File: src/hdl/tsh_pkg.sv
// shared constants and codes for the thermistor steinhart-hart core
`default_nettype none
package tsh_pkg;

  localparam int ADC_BITS = 10;
  localparam logic [ADC_BITS-1:0] CODE_FS = {ADC_BITS{1'b1}};

  // config register indexes
  localparam logic [1:0] REG_RF     = 2'd0;
  localparam logic [1:0] REG_COEF_A = 2'd1;
  localparam logic [1:0] REG_COEF_B = 2'd2;
  localparam logic [1:0] REG_COEF_C = 2'd3;

  localparam int RF_W   = 22;
  localparam int COEF_W = 40;
  localparam int CFG_W  = 40;

  localparam logic [RF_W-1:0]   RF_RESET     = 22'd10000;
  localparam logic [COEF_W-1:0] COEF_A_RESET = 40'd284078485000;
  localparam logic [COEF_W-1:0] COEF_B_RESET = 40'd66946162000;
  localparam logic [COEF_W-1:0] COEF_C_RESET = 40'd56835503;

  // status codes
  localparam logic [1:0] ST_OK   = 2'd0;
  localparam logic [1:0] ST_ZERO = 2'd1;
  localparam logic [1:0] ST_FULL = 2'd2;
  localparam logic [1:0] ST_SAT  = 2'd3;

  // log2 unit: input width, exponent width, fraction bits, latency
  localparam int LOG_IN_W = 22;
  localparam int LOG_E_W  = 5;
  localparam int LOG_FRAC = 32;
  localparam int LOG_W    = LOG_E_W + LOG_FRAC;
  localparam int LOG_LAT  = LOG_FRAC + 1;

  localparam logic [31:0] LN2_Q32 = 32'd2977044472;

  // divider: quotient bits, numerator and divisor widths
  localparam int DIV_LAT = 17;
  localparam int NUM_W   = 57;
  localparam logic [NUM_W-1:0] NUM_BASE = 57'd100 << 48;

  localparam int D_W = 58;

  localparam logic [DIV_LAT-1:0] T_LIMIT    = 17'd127314;
  localparam logic [17:0]        KELVIN_OFS = 18'd27315;
  localparam logic [17:0]        TEMP_MAX   = 18'd99999;
  localparam logic [17:0]        TEMP_MIN   = 18'h3_954D; // -27315

  // pipeline stage indexes
  localparam int S_A   = LOG_LAT;
  localparam int S_B   = S_A + 1;
  localparam int S_C   = S_A + 2;
  localparam int S_D   = S_A + 3;
  localparam int S_E   = S_A + 4;
  localparam int S_F   = S_A + 5;
  localparam int S_G   = S_A + 6;
  localparam int S_H   = S_A + 7;
  localparam int S_I   = S_A + 8;
  localparam int S_J   = S_A + 9;
  localparam int S_K   = S_A + 10;
  localparam int NSTG  = S_K + DIV_LAT + 2;

endpackage
`default_nettype wire

File: src/hdl/tsh_div.sv
// restoring divider, one quotient bit per stage
`default_nettype none
module tsh_div
  import tsh_pkg::*;
(
  input  wire logic               clk_i,
  input  wire logic               en_i,
  input  wire logic [NUM_W-1:0]   num_i,
  input  wire logic [NUM_W-1:0]   den_i,
  output logic [DIV_LAT-1:0]      quo_o
);

  localparam int CW = NUM_W + DIV_LAT;

  logic [NUM_W-1:0]   rem_q [DIV_LAT];
  logic [NUM_W-1:0]   den_q [DIV_LAT];
  logic [DIV_LAT-1:0] quo_q [DIV_LAT];

  for (genvar j = 0; j < DIV_LAT; j++) begin : g_bit
    localparam int B = DIV_LAT - 1 - j;
    logic [NUM_W-1:0]   rem_in;
    logic [NUM_W-1:0]   den_in;
    logic [DIV_LAT-1:0] quo_in;
    logic [CW-1:0]      dsh;
    logic               ge;
    if (j == 0) begin : g_first
      assign rem_in = num_i;
      assign den_in = den_i;
      assign quo_in = '0;
    end else begin : g_next
      assign rem_in = rem_q[j-1];
      assign den_in = den_q[j-1];
      assign quo_in = quo_q[j-1];
    end
    assign dsh = CW'(den_in) << B;
    assign ge  = CW'(rem_in) >= dsh;
    always_ff @(posedge clk_i) begin
      if (en_i) begin
        rem_q[j] <= ge ? NUM_W'(CW'(rem_in) - dsh) : rem_in;
        den_q[j] <= den_in;
        quo_q[j] <= {quo_in[DIV_LAT-2:0], ge};
      end
    end
  end

  assign quo_o = quo_q[DIV_LAT-1];

endmodule
`default_nettype wire

File: config.mk
export PLATFORM = sky130hd
export DESIGN_NAME = tsh_div
export DESIGN_NICKNAME = d
export VERILOG_FILES = /design/src/hdl/tsh_pkg.sv /design/src/hdl/tsh_div.sv
export SDC_FILE = /design/constraint.sdc
export NUM_CORES = 2
export LEC_CHECK = 0
export ABC_AREA = 0
export BUFFER_PORTS_ARGS = -buffer_cell sky130_fd_sc_hd__buf_2
export CELL_PAD_IN_SITES_DETAIL_PLACEMENT = 1
export CELL_PAD_IN_SITES_GLOBAL_PLACEMENT = 2
export CORE_MARGIN = 1
export CORE_UTILIZATION = 44
export CTS_BUF_LIST = sky130_fd_sc_hd__clkbuf_8
export DETAILED_ROUTE_END_ITERATION = 8
export PLACE_DENSITY = 0.9
export SLEW_MARGIN = 20
export SYNTH_ARGS = -nofsm -noshare
export SYNTH_HDL_FRONTEND = slang
export SYNTH_SLANG_ARGS = --single-unit
File: constraint.sdc
create_clock -name clk_i -period 10.6 [get_ports clk_i]
set_input_delay 1.59 -clock clk_i [delete_from_list [all_inputs] [get_ports clk_i]]
set_output_delay 1.59 -clock clk_i [all_outputs]
set_load 0.02 [all_outputs]
### After elaboration in Yosys (flattened, before gate mapping)

Memories as Yosys holds them, arrays and structs flattened.
Index checks and enable logic that the tools add are counted.

* input port bits: 116
* latch bits: 0
* memories: 3
* memory bits (read-only): 0
* output and inout port bits: 17
* word-level logic and storage cells: 56
* bits in registers: 0
* bits in writable memories: 2227

* bitwise operators: 0
* muxes and demuxes: 19
* shift-type cells: 0
* divide/modulo/power cells: 0
* equality and inequality tests: 0
* multipliers: 0
* reduce and logical (&&, ||, !) cells: 0
* add/subtract/negate cells: 17
* magnitude comparators: 17

Memory list
* den_q: words 17, bits a word 57, read ports 16, clocked after memory_dff 0, wr ports 17, line tsh_div.sv:16 `logic [NUM_W-1:0] den_q [DIV_LAT];`
* rem_q: words 17, bits a word 57, read ports 16, clocked after memory_dff 0, wr ports 17, line tsh_div.sv:15 `logic [NUM_W-1:0] rem_q [DIV_LAT];`
* quo_q: words 17, bits a word 17, read ports 17, clocked after memory_dff 0, wr ports 17, line tsh_div.sv:17 `logic [DIV_LAT-1:0] quo_q [DIV_LAT];`

Operators with widths (count)
* $mux 57: 17
* $sub 57x57->57: 17
* $ge 57x73->1: 1
* $ge 57x72->1: 1
* $ge 57x71->1: 1
* $ge 57x70->1: 1
* $ge 57x69->1: 1
* $ge 57x68->1: 1
* $ge 57x67->1: 1
* $ge 57x66->1: 1
* $ge 57x65->1: 1
* $ge 57x64->1: 1
* $ge 57x63->1: 1
* $ge 57x62->1: 1
* $ge 57x61->1: 1
* $ge 57x60->1: 1
* $ge 57x59->1: 1
* $ge 57x58->1: 1
* $ge 57x57->1: 1
* $mux 1: 2

### Longest topological paths before layout

An unclocked memory read counts as a cell.

* depth after elaboration: 3
* depth in mapped cells: 16
* gate-level depth less buffers: 15

### Worst setup path after synthesis

OpenSTA, ideal clock, no wires.

* kind: input to register
* from: in den_i[6]
* to: mem rem_q[0][50] (data pin)
* setup time: 0.260 ns
* setup slack: 5.919 ns
* buffers on the path: 1
* data required time: 10.340 ns
* arrival: 4.421 ns
* stages: 14
* cell sequence: inv_1 -> ha_1 -> and3_1 -> nand3_1 -> a211oi_2 -> o21ai_1 -> o41a_1 -> o31a_1 -> o211ai_1 -> a21oi_1 -> or2_1 -> a31oi_4 -> buf_6 -> mux2_2

RTL lines
* from (decl): line tsh_div.sv:9 `input wire logic [NUM_W-1:0] den_i,`
* to (decl): line tsh_div.sv:15

==> metrics.md <==
| Metric | Value |
|---|---|
| DRC | `0` |
| Core area | `259000 um2` |
| Total GRT Usage | `22.6%` |
| Max_cap viols | `0` |
| Most frequent cells after synthesis | `1977 x edfxtp_1, 1027 x inv_1, 921 x a21oi_1, 900 x nand2_1, 833 x ha_1` |
| Critical path launch point type | `flop` |
| GP Congestion | `0.967` |
| RSZ-0062 raised after global routing | `no` |
| Cts hold-fix bufs | `0` |
| Final Cycle Share | `51.1%` |
| Async S/R FF share, synth | `0%` |
| Largest cells by area after synthesis | `edfxtp_1 52%, ha_1 9.1%, a21oi_1 4.0%, o21ai_0 3.5%, inv_1 3.4%` |
| Root buf cell | `clkbuf_8` |
| Hold depth | `0` |
| Resized Gates After CTS | `0` |
| Number of library cell types mapped by synthesis | `97` |
| Initial Util | `44.2%` |
| Rel. slew slack | `15.1%` |
| Crit Path Max Fanout | `83` |
| Via density | `5.54` |
| Chip width | `513 um` |
| Synth Net Count | `11500` |
| Worst Path Buf+Inv | `1` |
| Post-Synth Simple-Gate Area | `10.0%` |
| Die H | `513 um` |
| #FFs+latches synth | `1977` |
| DP Cell Count | `13800` |
| Largest net degree at the start of global routing | `183` |
| Adder-Cell Fraction of Synth Area | `9.37%` |
| Hold path endpoint | `quo_q[0][179]` |
| DR vias | `80200` |
| Post-CTS setup repair buffer count | `0` |
| Synthesized area | `115000 um2` |
| CTS sink count | `1977` |
| Post-synth EDFFs | `1977` |
| Fmax | `185 MHz` |
| Initial antenna violation count | `6` |
| Share of cells above drive strength 1 | `9.14%` |
| Seq/Total Area, Yosys | `51.8%` |
| CTS clk-pin slew, worst paths | `0.06 ns` |
| Worst-Margin Slew | `1.27 ns` |
| Htree depth | `5` |
| Layout area overhead | `9.33%` |
| Vias in the first global route | `86600` |
| Crit path cell chain | `ha_1, nor2b_1, o31a_1, o21ai_0, a2111oi_0, o21ai_0, nand3_1, nand3_1, o22ai_1, a21oi_4, buf_4, mux2_2` |
| TritonCTS clock tree | `done` |
| First-pass GRT wire length | `471000 um` |
| PortBufs | `132` |
| Max IR drop VDD | `0.101 mV` |
| Post-Syn Instances | `10600` |
| Final setup vio count | `0` |
| CP Class | `flop to flop` |
| Critical path capture point type | `flop` |
| Period minus WS final | `5.41 ns` |
| Die area | `263000 um2` |
| Detailed Route Iter0 Violations | `3540` |
| Compound-Gate Fraction of Synth Area | `15.9%` |
| Final Hold Viols | `0` |
| Share of the synthesized area in the top cell type | `51.8%` |
| Filler cells | `28000` |
| Status | `finished clean` |
| WL per Instance | `20.9 um` |
| Post-synthesis mux area share | `3.08%` |
| Sum Neg Setup Slack | `0 ns` |
| Min setup slack post-route | `5.19 ns` |
| Non-filler cells, final | `14500` |
| Hold Crit Start | `quo_q[0][161]` |
| CTS Buf Count | `355` |
| Most frequent cell after synthesis | `edfxtp_1` |
| CP required | `11.31 ns` |
| Total grt overflow | `0` |
| Leak pwr | `51.9 nW` |
| Hold Path Class | `flop to flop` |
| Placement Rows | `187` |
| Top FF cell, synth | `edfxtp_1` |
| I/O pin count | `133` |
| Slowest CP cell | `o21ai_0` |
| R2R Path End | `rem_q[0][887]` |
| Final core utilization | `48.3%` |
| Slew Limit Fails | `0` |
| R2R cell count | `12` |
| Pre-CTS WS | `4.58 ns` |
| Worst Path Arrival | `6.12 ns` |
| DRT Pass-1 Iters | `5` |
| Critical path's largest stage delay | `0.89 ns` |
| Area leader, netlist | `edfxtp_1` |
| Clk_lat worst skew | `1.00 ns` |
| Nets | `11800` |
| Clk buf depth | `4` |
| Power per cell area | `159 nW/um2` |
| Synth Area in XOR/XNOR | `5.31%` |
| Average cell area after synthesis | `10.9 um2` |
| Yosys warnings | `0` |
| Largest family of logic cells by synthesized area | `compound AO/OA/AOI/OAI gates` |
| Critical path's top delay family | `compound AO/OA/AOI/OAI gates` |
| Worst Skew | `0.0653 ns` |
| Worst R2R Start | `rem_q[0][800]` |
| Final ANT Viol Nets | `0` |
| R2R setup slack | `5.19 ns` |
| Final wirelength | `302000 um` |
| DP HPWL | `240000 um` |
==> per-layer routing <==
| metal | vias up | global-route usage, % | routed length (um) |
|---|---|---|---|
| met5 | - | 0 | 0 |
| met4 | 0 | 15.9 | 22900 |
| met3 | 837 | 2.37 | 6820 |
| met2 | 1331 | 43.6 | 161000 |
| met1 | 38800 | 22.4 | 112000 |
| li1 | 39200 | - | - |
==> placed cells by master (no fill, tap or decap), types with 58 or more instances in the layout <==
master    Yosys  routed
edfxtp_1   1977    1977
inv_1      1027    1129
a21oi_1     921     918
nand2_1     900     900
ha_1        833     833
o21ai_0     795     793
nor2_1      514     514
a21o_1      424     423
xnor2_1     421     421
clkbuf_8      0     360
mux2_2      295     295
xor2_1      274     274
nand3_1     172     172
nand4_1     172     172
buf_2        56     131
o21bai_1    125     125
nor2b_1     121     121
nand2b_1    105     105
nor3_1       96      93
o21a_1       92      92
clkinv_1      0      90
a31oi_1      89      89
and3_1       86      86
nor4_1       81      77
buf_4         6      58
==> registers in the layout, indices dropped and copies added, names as in the netlist <==
register  flops
rem_q       912
quo_q       153
den_q       912
==> stage by stage <==
stage	cell area [um2]	total power (W)	hold WS, ns
after floorplan	115000	0.0122	0.400
after detailed placement	119000	0.0135	0.405
final	125000	0.0199	0.379
after global routing	125000	0.0209	0.391
after global placement	119000	0.0133	0.400
after CTS	125000	0.0202	0.380
==> layout make-up <==
cell class | count | area (um2) | share of cell area [%]
Antenna cell | 12 | 30.0 | 0.0239
Tap cell | 3402 | 4260 | 3.39
Inverter | 1029 | 3860 | 3.08
Clock inverter | 258 | 1430 | 1.14
Multi-Input combinational cell | 7236 | 50300 | 40.1
Clock buffer | 360 | 4950 | 3.95
Timing Repair Buffer | 196 | 1230 | 0.982
Sequential cell | 1977 | 59400 | 47.3
==> power by group <==
| part | leakage (nW) | switching [W] | internal, W |
|---|---|---|---|
| clock network | 3.65 | 0.00316 | 0.00342 |
| registers | 19.4 | 0.000296 | 0.00920 |
| logic | 28.9 | 0.00234 | 0.00149 |
==> how the worst max path moves through the flow <==
| stage | from | end | slack (ns) | cells after the start |
|---|---|---|---|---|
| final | rem_q[0][800] | rem_q[0][887] | 5.19 | 12 |
| after global routing | rem_q[0][800] | rem_q[0][887] | 5.04 | 12 |
| after CTS | den_q[0][799] | rem_q[0][887] | 5.30 | 13 |
| after detailed placement | den_i[8] | rem_q[0][28] | 4.58 | 15 |
| after global placement | den_i[8] | rem_q[0][22] | 4.55 | 15 |
| after floorplan | den_i[6] | rem_q[0][50] | 5.92 | 14 |
==> logic make-up (layout without fill, tap and decap cells) <==
logic type | count (synthesis) | count (layout)
AND/OR/NAND/NOR | 2422 | 2422
XOR/XNOR | 695 | 695
buffers and inverters | 1357 | 1843
AO/OA/AOI/OAI | 2954 | 2954
other | 0 | 12
multiplexers | 316 | 316
adder cells (fa/ha/maj) | 849 | 849
flip-flops | 1977 | 1977
Note: power is estimated with default switching activity, not from simulation.
